[src/hw/rtl/asspd_pkg.sv]
`default_nettype none

package asspd_pkg;

  localparam int NUM_ACTUATORS_DEF = 5;

  localparam logic [1:0] OP_TICK  = 2'd0;
  localparam logic [1:0] OP_WRITE = 2'd1;
  localparam logic [1:0] OP_READ  = 2'd2;
  localparam logic [1:0] OP_NOP   = 2'd3;

  localparam logic [6:0] POS_ACTUATOR  = 7'd1;
  localparam logic [6:0] POS_DIRECTION = 7'd2;
  localparam logic [6:0] POS_COUNT     = 7'd3;
  localparam logic [6:0] POS_PERIOD    = 7'd4;

  localparam logic [4:0] ALL_OFF = 5'h1F;
  localparam logic [7:0] DIR_IN1 = 8'd1;

  typedef struct packed {
    logic [1:0] op;
    logic [6:0] byte_pos;
    logic [7:0] data;
  } in_word_t;

  typedef struct packed {
    logic [4:0] enable_lines;
    logic       step_level;
    logic       dc_in1;
    logic       dc_in2;
    logic [7:0] read_data;
    logic       busy_res;
    logic       error;
  } out_word_t;

endpackage

`default_nettype wire

[src/hw/rtl/actuator_select_step_pulse_driver.sv]
// Step pulse driver for a motor board, fed one word at a time from a register
// bus front end. An input word is a millisecond tick, a bus write byte or a
// bus read request; every input word yields exactly one result word that shows
// the enables, step level, DC bridge pins, read data, busy and error flags.
// Input channel: in_valid_i, in_word_i, in_stall_o. Output channel:
// out_valid_o, out_word_o, out_stall_i. A word moves at a rising edge where
// valid is high and stall is low.
// The accepting edge loads the input register with a word; the edge at which
// that word advances runs the state update and loads the result register.
// Throughput is one word per cycle while the receiver does not stall.
// When the receiver stalls, the result register holds its word, the input
// register fills behind it, and in_stall_o rises only once both are full.
// Reset clears both valid flags and puts the core in its idle state: all enables
// high, step low, bridge pins low, no pulses pending.
`default_nettype none

module actuator_select_step_pulse_driver #(
  parameter int NUM_ACTUATORS = asspd_pkg::NUM_ACTUATORS_DEF
) (
  input  wire logic                 clk_i,
  input  wire logic                 rst_ni,
  input  wire logic                 in_valid_i,
  output logic                      in_stall_o,
  input  wire asspd_pkg::in_word_t  in_word_i,
  output logic                      out_valid_o,
  input  wire logic                 out_stall_i,
  output asspd_pkg::out_word_t      out_word_o
);
  import asspd_pkg::*;

  in_word_t  in_q;
  logic      in_valid_q, in_valid_d;
  out_word_t out_q;
  logic      out_valid_q, out_valid_d;
  out_word_t result;
  logic      advance;
  logic      accept;

  assign advance    = in_valid_q & (~out_valid_q | ~out_stall_i);
  assign in_stall_o = in_valid_q & ~advance;
  assign accept     = in_valid_i & ~in_stall_o;

  asspd_core #(
    .NUM_ACTUATORS(NUM_ACTUATORS)
  ) u_core (
    .clk_i   (clk_i),
    .rst_ni  (rst_ni),
    .step_i  (advance),
    .word_i  (in_q),
    .result_o(result)
  );

  always_comb begin
    in_valid_d = in_valid_q;
    if (accept) begin
      in_valid_d = 1'b1;
    end else if (advance) begin
      in_valid_d = 1'b0;
    end
    out_valid_d = out_valid_q;
    if (advance) begin
      out_valid_d = 1'b1;
    end else if (!out_stall_i) begin
      out_valid_d = 1'b0;
    end
  end

  always_ff @(posedge clk_i or negedge rst_ni) begin
    if (!rst_ni) begin
      in_valid_q  <= 1'b0;
      out_valid_q <= 1'b0;
    end else begin
      in_valid_q  <= in_valid_d;
      out_valid_q <= out_valid_d;
    end
  end

  always_ff @(posedge clk_i) begin
    if (accept) begin
      in_q <= in_word_i;
    end
    if (advance) begin
      out_q <= result;
    end
  end

  assign out_valid_o = out_valid_q;
  assign out_word_o  = out_q;

endmodule

`default_nettype wire

[src/hw/rtl/asspd_core.sv]
`default_nettype none

module asspd_core #(
  parameter int NUM_ACTUATORS = asspd_pkg::NUM_ACTUATORS_DEF
) (
  input  wire logic                 clk_i,
  input  wire logic                 rst_ni,
  input  wire logic                 step_i,
  input  wire asspd_pkg::in_word_t  word_i,
  output asspd_pkg::out_word_t      result_o
);
  import asspd_pkg::*;

  logic [7:0] actuator_q, actuator_d;
  logic [7:0] direction_q, direction_d;
  logic [7:0] count_q, count_d;
  logic [7:0] half_q, half_d;
  logic [4:0] enable_q, enable_d;
  logic [7:0] pulses_q, pulses_d;
  logic [7:0] phase_q, phase_d;
  logic       step_q, step_d;
  logic [1:0] bridge_q, bridge_d;
  logic [7:0] read_data;
  logic       error;

  logic [7:0] eff_old;
  logic [7:0] eff_new;
  logic [7:0] pulses_m1;
  logic [7:0] act_m1;
  logic [7:0] act_onehot;
  logic       dc_on;

  assign eff_old    = (half_q == 8'd0) ? 8'd1 : half_q;
  assign eff_new    = (word_i.data == 8'd0) ? 8'd1 : word_i.data;
  assign pulses_m1  = pulses_q - 8'd1;
  assign act_m1     = actuator_q - 8'd1;
  assign act_onehot = 8'd1 << act_m1[2:0];
  assign dc_on      = (count_q != 8'd0);

  always_comb begin
    actuator_d  = actuator_q;
    direction_d = direction_q;
    count_d     = count_q;
    half_d      = half_q;
    enable_d    = enable_q;
    pulses_d    = pulses_q;
    phase_d     = phase_q;
    step_d      = step_q;
    bridge_d    = bridge_q;
    read_data   = 8'd0;
    error       = 1'b0;
    case (word_i.op)
      OP_TICK: begin
        if (pulses_q != 8'd0) begin
          if (phase_q > 8'd1) begin
            phase_d = phase_q - 8'd1;
          end else if (step_q) begin
            step_d  = 1'b0;
            phase_d = eff_old;
          end else begin
            pulses_d = pulses_m1;
            if (pulses_m1 != 8'd0) begin
              step_d  = 1'b1;
              phase_d = eff_old;
            end else begin
              phase_d = 8'd0;
            end
          end
        end
      end
      OP_WRITE: begin
        if (word_i.byte_pos inside {[POS_ACTUATOR:POS_PERIOD]}) begin
          if (pulses_q != 8'd0) begin
            error = 1'b1;
          end else begin
            case (word_i.byte_pos)
              POS_ACTUATOR:  actuator_d  = word_i.data;
              POS_DIRECTION: direction_d = word_i.data;
              POS_COUNT:     count_d     = word_i.data;
              POS_PERIOD: begin
                half_d = word_i.data;
                if (actuator_q > 8'(NUM_ACTUATORS)) begin
                  error = 1'b1;
                end else if (actuator_q == 8'd0) begin
                  enable_d = ALL_OFF;
                  bridge_d = (direction_q == DIR_IN1) ? {1'b0, dc_on} : {dc_on, 1'b0};
                end else begin
                  enable_d = ALL_OFF & ~act_onehot[4:0];
                  pulses_d = count_q;
                  if (count_q != 8'd0) begin
                    step_d  = 1'b1;
                    phase_d = eff_new;
                  end
                end
              end
              default: ;
            endcase
          end
        end
      end
      OP_READ: read_data = actuator_q;
      default: ;
    endcase
  end

  always_ff @(posedge clk_i or negedge rst_ni) begin
    if (!rst_ni) begin
      actuator_q  <= 8'd0;
      direction_q <= 8'd0;
      count_q     <= 8'd0;
      half_q      <= 8'd0;
      enable_q    <= ALL_OFF;
      pulses_q    <= 8'd0;
      phase_q     <= 8'd0;
      step_q      <= 1'b0;
      bridge_q    <= 2'b00;
    end else if (step_i) begin
      actuator_q  <= actuator_d;
      direction_q <= direction_d;
      count_q     <= count_d;
      half_q      <= half_d;
      enable_q    <= enable_d;
      pulses_q    <= pulses_d;
      phase_q     <= phase_d;
      step_q      <= step_d;
      bridge_q    <= bridge_d;
    end
  end

  assign result_o.enable_lines = enable_d;
  assign result_o.step_level   = step_d;
  assign result_o.dc_in1       = bridge_d[0];
  assign result_o.dc_in2       = bridge_d[1];
  assign result_o.read_data    = read_data;
  assign result_o.busy_res     = (pulses_d != 8'd0);
  assign result_o.error        = error;

endmodule

`default_nettype wire

[config.mk]
export PLATFORM = sky130hd
export DESIGN_NAME = actuator_select_step_pulse_driver
export DESIGN_NICKNAME = d
export VERILOG_FILES = /design/src/hw/rtl/asspd_pkg.sv /design/src/hw/rtl/actuator_select_step_pulse_driver.sv /design/src/hw/rtl/asspd_core.sv
export SDC_FILE = /design/constraint.sdc
export NUM_CORES = 1
export LEC_CHECK = 0
export CAP_MARGIN = 20
export CELL_PAD_IN_SITES_DETAIL_PLACEMENT = 2
export CELL_PAD_IN_SITES_GLOBAL_PLACEMENT = 2
export CORE_MARGIN = 5
export CORE_UTILIZATION = 43
export DETAILED_ROUTE_END_ITERATION = 10
export DONT_BUFFER_PORTS = 1
export GPL_ROUTABILITY_DRIVEN = 1
export GPL_TIMING_DRIVEN = 0
export PLACE_DENSITY_LB_ADDON = 0.12
export SKIP_CTS_REPAIR_TIMING = 1
export SKIP_LAST_GASP = 1
export SYNTH_ARGS = -nofsm -noshare
export SYNTH_HDL_FRONTEND = slang
export SYNTH_SLANG_ARGS = --single-unit
[constraint.sdc]
create_clock -name clk_i -period 3 [get_ports clk_i]
set_input_delay 0.6 -clock clk_i [delete_from_list [all_inputs] [get_ports clk_i]]
set_output_delay 0.6 -clock clk_i [all_outputs]
set_load 0.02 [all_outputs]
After elaboration in Yosys (flattened, before gate mapping)
Index checks and enable logic that the tools add are counted.

Flip-flop bits (word level): 93. Input port bits: 21. Output and inout port bits: 20. Logic and storage cells: 124.

Add/sub/neg operators: 3. Order comparisons: 4. Equal/unequal tests: 15. Shift-type cells: 1. Multiplexer cells: 53. Bitwise operators: 10. Reduce and logical (&&, ||, !) cells: 17.

Operators by type and width (count): 8-bit two-way mux (20); 8-bit one-hot mux with 2 select lines (2); 8-bit nonzero test (4); 5-bit two-way mux (6); 8-bit logical NOT (3); 5-bit AND reduction (4); 1-bit two-way mux (17); 8-bit by 1-bit subtractor with 8-bit output, second input constant (2); 7-bit by 2-bit equality test with 1-bit output, second input constant (2); 2-bit two-way mux (7); 2-bit by 1-bit != test with 1-bit output, second input constant (5); 9-bit AND reduction (1); 8-bit by 1-bit equality test with 1-bit output, second input constant (1); 8-bit by 1-bit > comparator with 1-bit output, second input constant (1); 8-bit by 3-bit > comparator with 1-bit output, second input constant (1); 7-bit by 1-bit equality test with 1-bit output, second input constant (1); 7-bit by 3-bit equality test with 1-bit output, second input constant (1); 7-bit by 1-bit >= comparator with 1-bit output, second input constant (1); 7-bit by 3-bit <= comparator with 1-bit output, second input constant (1); 2-bit != test, second input constant (3); 1-bit NOT (5); 5-bit NOT (1); 1-bit by 3-bit left shift with 5-bit output, first input constant (1); 2-bit nonzero test (2); other kinds (9) (11).

Longest topological paths before layout
Gate-level depths: netlist of run 1.

Depth in word-level cells: 9. Depth in mapped cells: 10. Mapped depth without buffers: 8.

Hierarchy
From an unflattened synthesis of run 1, not the netlist that was laid out.

Cells, all modules: 392. Area, all modules: 4638.2 um2.

By module, submodules not included: asspd_core (times used 1, cells an instance 349, area an instance 3494.6 um2, seq. area each 1407.6 um2); actuator_select_step_pulse_driver (times used 1, cells an instance 43, area an instance 1143.6 um2, seq. area each 1101.1 um2).

Worst setup path after synthesis of run 1
OpenSTA, ideal clock, no wires.

Path type: register -> register. Start point: reg u_core.pulses_q[0]. End point: reg out_q, in the netlist out_word_o[1], data pin. Library setup time: 0.280 ns. Data arrival time: 2.009 ns. Required time: 2.720 ns. Setup slack: 0.711 ns. Stages on the path, launching flop included: 10. Path buffers: 1. Clock period less this slack: 2.289 ns. Cells stage by stage: dfrtp_1 -> inv_1 -> ha_1 -> nor3b_2 -> and3_1 -> clkbuf_1 -> nand4_1 -> mux2_1 -> mux2i_1 -> nand4_1.

RTL lines: start: declaration (RTL line asspd_core.sv:19) `logic [7:0] pulses_q, pulses_d;`; start signal: assignment (RTL line asspd_core.sv:123) `pulses_q <= pulses_d;`; end signal: assignment (RTL line actuator_select_step_pulse_driver.sv:83) `out_q <= result;`; end: declaration (RTL line actuator_select_step_pulse_driver.sv:33) `out_word_t out_q;`.

==> results of run 1 <==
[path summary, 6_finish.rpt]
path	depth (start not counted)	start	slack (ps)	to
min in group clk_i	0	in_word_i[4]	320	in_q[4]$_DFFE_PP_
min reg2reg	1	in_valid_q$_DFFE_PN0P_	500	out_valid_o$_DFFE_PN0P_
min	0	rst_ni	50	u_core.enable_q[2]$_DFFE_PN1P_
max reg2reg	8	u_core.pulses_q[0]$_DFFE_PN0P_	220	out_word_o[1]$_DFFE_PP_
max in group asynchronous	1	rst_ni	2670	u_core.half_q[3]$_DFFE_PN0P_
max	8	u_core.pulses_q[0]$_DFFE_PN0P_	220	out_word_o[1]$_DFFE_PP_
[placed cells by master, fill, tap and decap left out, drive strengths merged, types with 4 or more instances in the layout]
cell type and n:
and2 9, nand4 5, nand2b 5, inv 16, or4 6, nor2 29, nor3 14, dfrtp 53
a21oi 13, nor4 11, nand2 23, o31ai 9, ha 5, dfstp 5, mux2 43, o21ai 18
xor2 4, edfxtp 35, clkbuf 15, nand3 9, a31oi 10, buf 7
[worst reg2reg max path, stage by stage (launching register included)]
cell	delay [ps]
dfrtp_1	440
inv_1	110
ha_1	230
nor3b_2	300
and3_1	460
nand4_1	220
mux2_1	370
mux2i_1	240
nand4_1	130
[power breakdown]
| part | switching (mW) | leakage (nW) | internal [mW] |
|---|---|---|---|
| logic | 0.417 | 0.785 | 0.270 |
| clock network | 0.493 | 0.0902 | 0.315 |
| registers | 0.174 | 1.10 | 1.44 |
| total | 1.08 | 1.97 | 2.03 |
[per-layer routing]
metal  vias up  routed length, microns  global-route usage [%]
met5         -                       0                       0
met4         0                     147                   4.647
met3        14                     356                   3.935
met2        50                    6548                   36.15
met1      1626                    5399                   25.74
li1       1460                       -                       -
[registers in the layout, indices dropped and copies added, names as in the netlist]
register / count
u_core.pulses_q: 8
out_valid_o: 1
u_core.phase_q: 8
in_q: 17
u_core.actuator_q: 8
u_core.step_q: 1
in_valid_q: 1
u_core.count_q: 8
out_word_o: 18
u_core.bridge_q: 2
u_core.half_q: 8
u_core.enable_q: 5
u_core.direction_q: 8
[cell families after synthesis]
family,count (synthesis)
xor+xnor,7
fa+ha+maj,5
buf+inv,24
flops,93
mux,46
simple gates,135
compound gates,69
[metrics by stage]
step | power (mW) | area [sq um]
after global placement | 2.263 | 4659
after global routing | 3.311 | 4893
after floorplan | 2.084 | 4489
final | 3.111 | 4893
after CTS | 3.123 | 4868
after detailed placement | 2.306 | 4687
[final cells by class]
class	instances	area, sq um	share of cell area (%)
timing repair buffer	2	55.05	1.125
inverter	12	45.04	0.9205
clock buffer	9	123.9	2.531
tap	136	170.2	3.477
multi-input combinational	262	1878	38.38
sequential	93	2509	51.27
clock inverter	7	57.56	1.176
buffer	11	55.05	1.125
==> impl_table.tex, run 1 <==
\begin{tabular}{lr}
\hline
Metric & Value \\
\hline
\multicolumn{2}{l}{\textbf{Yosys}} \\
Number of enable-type register cells in the synthesized netlist & 35 \\
Summed instance area of the synthesized netlist & 4489 sq um \\
Synth area leaders & dfrtp\_1 30\%, edfxtp\_1 23\%, mux2\_2 10\% \\
Proportion of synthesized area in mux cells & 11.45\% \\
Synth Register Bits & 93 \\
Xor/xnor cell area share of the yosys netlist & 1.366\% \\
Synth area leader & dfrtp\_1 \\
Distinct cell type count of the synthesized netlist & 61 \\
Largest family of logic cells by synthesized area & simple AND/OR/NAND/NOR gates \\
Ranking of synthesized cells by instance count & 53 x dfrtp\_1, 40 x mux2\_2, 35 x edfxtp\_1 \\
Number of nets in the synthesized netlist & 405 \\
Area fraction of the dominant cell type after synthesis & 29.54\% \\
Post-Synthesis Cells & 379 \\
Fraction of the yosys area taken by sequential cells & 55.88\% \\
Synthesis warning total & 0 \\
Mean area per synthesized cell & 11.85 sq um \\
Simple-gate area share of the yosys netlist & 17.56\% \\
Most used flip-flop cell after synthesis & dfrtp\_1 \\
Compound-cell area share of the yosys netlist & 10.03\% \\
Share of async-settable or async-resettable flops after synthesis & 62.37\% \\
Most frequent cell after synthesis & dfrtp\_1 \\
Area share of fa/ha/maj cells after synthesis & 1.394\% \\
\multicolumn{2}{l}{\textbf{Critical path}} \\
Max Fanout on Critical Path & 8 \\
Buffers plus inverters on the worst setup path & 1 \\
Critical path data required time & 3100 ps \\
Max stage delay on crit path & 460 ps \\
Worst setup EP type & flip-flop \\
CP top delay family & simple AND/OR/NAND/NOR gates \\
Slowest CP cell & and3\_1 \\
Data arrival time of the critical path & 2880 ps \\
Startpoint Class & flip-flop \\
Crit Path Class & reg -> reg \\
Most prevalent standard cell on the critical path & nand4\_1 \\
Cells traversed along the worst timing path & inv\_1, ha\_1, nor3b\_2, and3\_1, nand4\_1, mux2\_1, mux2i\_1, nand4\_1 \\
\multicolumn{2}{l}{\textbf{Timing}} \\
Shortest clock period the worst path allows after layout & 2779 ps \\
Period utilization & 92.64\% \\
Setup tns final & 0 ps \\
Total of endpoints with negative setup slack in the final report & 0 \\
Final critical-path setup slack & 220.9 ps \\
Worst hold margin & 52.34 ps \\
Max-Slew Margin vs Limit & 47.43\% \\
Final worst clock skew & 18.31 ps \\
Transition time at the pin with the least slew margin & 788.5 ps \\
RSZ-0062 raised after global routing & false \\
Number of max-slew violations in the final report & 0 \\
Final Hold Fails & 0 \\
Achievable Freq & 359.8 MHz \\
\multicolumn{2}{l}{\textbf{Clock network}} \\
Clock buffer count from CTS & 9 \\
Clk\_lat worst skew & 370 ps \\
Total number of clock tree sinks & 93 \\
Buffers from clock root to sink, at most & 2 \\
Worst-path clk slew & 110 ps \\
Clock root buffer & clkbuf\_8 \\
Clock tree from TritonCTS & built \\
Number of levels the H-tree was split into & 3 \\
\multicolumn{2}{l}{\textbf{Power}} \\
Power density cells & 635.8 nW/um\^{}2 \\
Peak ir drop on the vdd network & 0.2722 mV \\
Leakage power total & 1.975 nW \\
\multicolumn{2}{l}{\textbf{Placement}} \\
Total placed cells including tap cells & 516 \\
Global placer's final weighted congestion & 0.7923 \\
Post-DP HPWL & 8.962 mm \\
Number of port buffers & 0 \\
Pre-CTS WS & 75.20 ps \\
\multicolumn{2}{l}{\textbf{Min path}} \\
HP Class & in -> async \\
\multicolumn{2}{l}{\textbf{Drt}} \\
Post-route DRC violation count & 0 \\
Via count of the routed design & 3150 \\
Violation count after the first detailed-routing iteration & 145 \\
Via count normalized by instance count & 5.921 \\
Final wirelength & 12.45 mm \\
Number of routed nets with antenna violations & 0 \\
Routed len/inst & 23.41 microns \\
Number of search-and-repair iterations in the first detailed-routing pass & 4 \\
\multicolumn{2}{l}{\textbf{Cells and area}} \\
Fin cells & 532 \\
Fraction of the core area covered by cells at the end of the flow & 47.83\% \\
Area grow syn2layout & 9.002\% \\
Fraction of layout cells with a size suffix above 1 & 20.45\% \\
\# nets final & 417 \\
Final-layout fill cell count & 1014 \\
Count of antenna diodes in the layout & 0 \\
\multicolumn{2}{l}{\textbf{Floorplan}} \\
Area inside the core boundary & 10230 sq um \\
Effective utilization at floorplan & 43.88\% \\
Horiz. Die Dim & 112.2 microns \\
Number of top-level design ports & 41 \\
Core Rows & 37 \\
Die height & 112.2 microns \\
Die footprint & 12580 sq um \\
\multicolumn{2}{l}{\textbf{Global route}} \\
Overflow left after global routing & 0 \\
Antenna violations before repair & 0 \\
Global-route wire length before repair & 19.86 mm \\
Maximum number of pins on one net before global-route repair & 59 \\
Overall routing resource usage & 20.37\% \\
Via count of the first global-routing pass & 3421 \\
\multicolumn{2}{l}{\textbf{Status}} \\
Result of the run & complete, no violations \\
\multicolumn{2}{l}{\textbf{Run}} \\
Max-cap violation count & 0 \\
\hline
\end{tabular}
Note: power is estimated with default switching activity, not from simulation.
==> run 2: changes to the inputs <==
--- a/config.mk
+++ b/config.mk
@@ -5,13 +5,14 @@
 export SDC_FILE = /design/constraint.sdc
 export NUM_CORES = 1
 export LEC_CHECK = 0
+export ABC_AREA = 1
+export BUFFER_PORTS_ARGS = -buffer_cell sky130_fd_sc_hd__buf_4
 export CAP_MARGIN = 20
 export CELL_PAD_IN_SITES_DETAIL_PLACEMENT = 2
 export CELL_PAD_IN_SITES_GLOBAL_PLACEMENT = 2
 export CORE_MARGIN = 5
-export CORE_UTILIZATION = 43
+export CORE_UTILIZATION = 36
 export DETAILED_ROUTE_END_ITERATION = 10
-export DONT_BUFFER_PORTS = 1
 export GPL_ROUTABILITY_DRIVEN = 1
 export GPL_TIMING_DRIVEN = 0
 export PLACE_DENSITY_LB_ADDON = 0.12
==> run 2 against run 1 <==
Effect of this change:
- global-route usage fell by 0.34 points
- sequential power rose by 5%
- critical path depth rose by 4
- sequential share of layout area fell by 6.4 points
- via count rose by 31%
- core utilization fell by 5.3 points
- die area rose by 25%
- non-clock buffer count rose by 40
==> impl_table.tex, run 2 <==
\begin{tabular}{lr}
\hline
Metric & Value \\
\hline
\multicolumn{2}{l}{\textbf{Clock network}} \\
Clk\_lat worst skew & 350 ps \\
Number of levels the H-tree was split into & 3 \\
Total number of clock tree sinks & 93 \\
Worst-path clk slew & 70 ps \\
Clock root buffer & clkbuf\_16 \\
Clock buffer count from CTS & 9 \\
Clock tree from TritonCTS & built \\
Buffers from clock root to sink, at most & 2 \\
\multicolumn{2}{l}{\textbf{Power}} \\
Power density cells & 733.3 nW/um\^{}2 \\
Peak ir drop on the vdd network & 0.2692 mV \\
Leakage power total & 2.585 nW \\
\multicolumn{2}{l}{\textbf{Cells and area}} \\
Final Cell Area & 5588 sq um \\
Combined area of the multi-input logic cells & 1921 sq um \\
Count of antenna diodes in the layout & 0 \\
Max reg flops & 18 \\
Fraction of layout cells with a size suffix above 1 & 14.26\% \\
\# nets final & 659 \\
Most common library cell in the layout ignoring fill and taps & nand2\_1 \\
Final-layout fill cell count & 1518 \\
Area grow syn2layout & 16.67\% \\
Sequential cell area & 2509 sq um \\
Fraction of the core area covered by cells at the end of the flow & 42.53\% \\
Top library cells by usage in the layout, fill and taps aside & 168 x nand2\_1, 69 x inv\_1, 63 x nor2\_1 \\
\multicolumn{2}{l}{\textbf{Critical path}} \\
Critical path data required time & 3100 ps \\
Startpoint Class & flip-flop \\
Data arrival time of the critical path & 2630 ps \\
RR Endpoint & out\_word\_o[1]\$\_DFFE\_PP\_ \\
Worst setup path end & out\_word\_o[1]\$\_DFFE\_PP\_ \\
Depth of the most critical reg-to-reg path & 12 \\
Critical path launch point & u\_core.pulses\_q[0]\$\_DFFE\_PN0P\_ \\
Worst setup EP type & flip-flop \\
Max Fanout on Critical Path & 10 \\
Reg2Reg Setup Slack & 460 ps \\
Launching point of the worst reg2reg path & u\_core.pulses\_q[0]\$\_DFFE\_PN0P\_ \\
Crit Path Class & reg -> reg \\
\multicolumn{2}{l}{\textbf{Yosys}} \\
Share of async-settable or async-resettable flops after synthesis & 62.37\% \\
Most frequent cell after synthesis & nand2\_1 \\
Number of nets in the synthesized netlist & 608 \\
Ranking of synthesized cells by instance count & 168 x nand2\_1, 69 x inv\_1, 63 x nor2\_1 \\
Most used flip-flop cell after synthesis & dfrtp\_1 \\
Mean area per synthesized cell & 8.230 sq um \\
Distinct cell type count of the synthesized netlist & 37 \\
Simple-gate area share of the yosys netlist & 28.34\% \\
Compound-cell area share of the yosys netlist & 9.352\% \\
Xor/xnor cell area share of the yosys netlist & 1.097\% \\
Largest family of logic cells by synthesized area & simple AND/OR/NAND/NOR gates \\
Proportion of synthesized area in mux cells & 0\% \\
Synth area leaders & dfrtp\_1 28\%, edfxtp\_1 22\%, nand2\_1 13\% \\
Synth area leader & dfrtp\_1 \\
Area fraction of the dominant cell type after synthesis & 27.69\% \\
Number of enable-type register cells in the synthesized netlist & 35 \\
Post-Synthesis Cells & 582 \\
Synthesis warning total & 0 \\
Area share of fa/ha/maj cells after synthesis & 1.306\% \\
Synth Register Bits & 93 \\
Fraction of the yosys area taken by sequential cells & 52.38\% \\
Summed instance area of the synthesized netlist & 4790 sq um \\
\multicolumn{2}{l}{\textbf{Global route}} \\
Most heavily used metal layer in global routing & met2 \\
Overflow left after global routing & 0 \\
Met2 usage & 35.15\% \\
Overall routing resource usage & 20.03\% \\
Antenna violations before repair & 0 \\
Met1 Resource Use GR & 25.86\% \\
Maximum number of pins on one net before global-route repair & 59 \\
Global-route wire length before repair & 24.93 mm \\
Via count of the first global-routing pass & 4686 \\
Global-route track usage on met3 & 2.900\% \\
\multicolumn{2}{l}{\textbf{Floorplan}} \\
Effective utilization at floorplan & 36.46\% \\
Die height & 125.3 microns \\
Area inside the core boundary & 13140 sq um \\
Core Rows & 42 \\
Horiz. Die Dim & 125.3 microns \\
Number of top-level design ports & 41 \\
Die footprint & 15710 sq um \\
\multicolumn{2}{l}{\textbf{Timing}} \\
Total of endpoints with negative setup slack in the final report & 0 \\
Shortest clock period the worst path allows after layout & 2535 ps \\
Final worst clock skew & 9.697 ps \\
Achievable Freq & 394.4 MHz \\
Period utilization & 84.51\% \\
Transition time at the pin with the least slew margin & 794.7 ps \\
Worst hold margin & 334.1 ps \\
Number of max-slew violations in the final report & 0 \\
RSZ-0062 raised after global routing & false \\
Max-Slew Margin vs Limit & 47.02\% \\
Setup tns final & 0 ps \\
Final Hold Fails & 0 \\
\multicolumn{2}{l}{\textbf{Drt}} \\
Routed len/inst & 18.15 microns \\
Number of routed nets with antenna violations & 0 \\
Via count normalized by instance count & 5.063 \\
Number of search-and-repair iterations in the first detailed-routing pass & 4 \\
Final wirelength & 14.78 mm \\
Via count of the routed design & 4121 \\
Violation count after the first detailed-routing iteration & 194 \\
Post-route DRC violation count & 0 \\
\multicolumn{2}{l}{\textbf{Placement}} \\
Post-DP HPWL & 10.96 mm \\
Global placer's final weighted congestion & 0.8331 \\
Instance area at placement & 5310 sq um \\
Number of port buffers & 40 \\
\multicolumn{2}{l}{\textbf{Min path}} \\
HP Class & in -> async \\
\multicolumn{2}{l}{\textbf{Run}} \\
Max-cap violation count & 0 \\
\multicolumn{2}{l}{\textbf{Status}} \\
Result of the run & complete, no violations \\
\hline
\end{tabular}
[run 2: kinds of logic after synthesis]
family	count (synthesis)
XOR/XNOR	6
adder cells (fa/ha/maj)	5
buffers and inverters	87
flip-flops	93
AO/OA/AOI/OAI	81
AND/OR/NAND/NOR	310
[run 2: critical path, stage by stage (launching register included)]
cell and delay, ps:
dfrtp_1 450, inv_1 140, ha_1 240, nand3_4 130
nor2_8 240, nand4_1 190, buf_2 250, nor2_1 110
nor2_1 60, a21oi_1 210, nand2_1 80, nor2_1 110
nand2_1 60
[run 2: worst min path at each step]
stage                                 from                             end  slack, ps
floorplan                           rst_ni          in_valid_q$_DFFE_PN0P_        300
CTS                                 rst_ni  u_core.bridge_q[0]$_DFFE_PN0P_        370
global route                        rst_ni  u_core.bridge_q[0]$_DFFE_PN0P_        400
detailed placement  in_valid_q$_DFFE_PN0P_         out_valid_o$_DFFE_PN0P_        460
global placement    in_valid_q$_DFFE_PN0P_         out_valid_o$_DFFE_PN0P_        450
finish                              rst_ni  u_core.bridge_q[0]$_DFFE_PN0P_        330
[run 2: cell type report]
cell class / count / area share (%)
Buffer: 13 / 1.433
Clock buffer: 12 / 4.411
Clock inverter: 4 / 0.5598
Inverter: 74 / 5.016
Multi-Input combinational cell: 402 / 34.37
Sequential cell: 93 / 44.89
Tap cell: 176 / 3.941
Timing Repair Buffer: 40 / 5.374
[run 2: per-stage QoR]
stage / setup WS [ps] / total power, mW / instances
after global routing: 155.0 / 4.413 / 814
after CTS: 417.5 / 4.163 / 814
final: 464.7 / 4.098 / 814
after global placement: 361.0 / 2.952 / 798
after floorplan: 961.9 / 2.607 / 582
after detailed placement: 277.1 / 3.035 / 798
[run 2: report_power, final]
part	switching, mW	total [mW]	leakage (nW)	internal [mW]
clock	0.507	1.10	0.137	0.591
combinational	0.850	1.30	1.36	0.448
sequential	0.163	1.70	1.09	1.54
[run 2: per-layer routing]
metal,vias up,share of wire [%],wire length [microns]
met4,0,1.5,217
met1,2073,45,6685
met2,37,51,7587
met3,15,1.9,284
li1,1996,-,-
met5,-,0,0
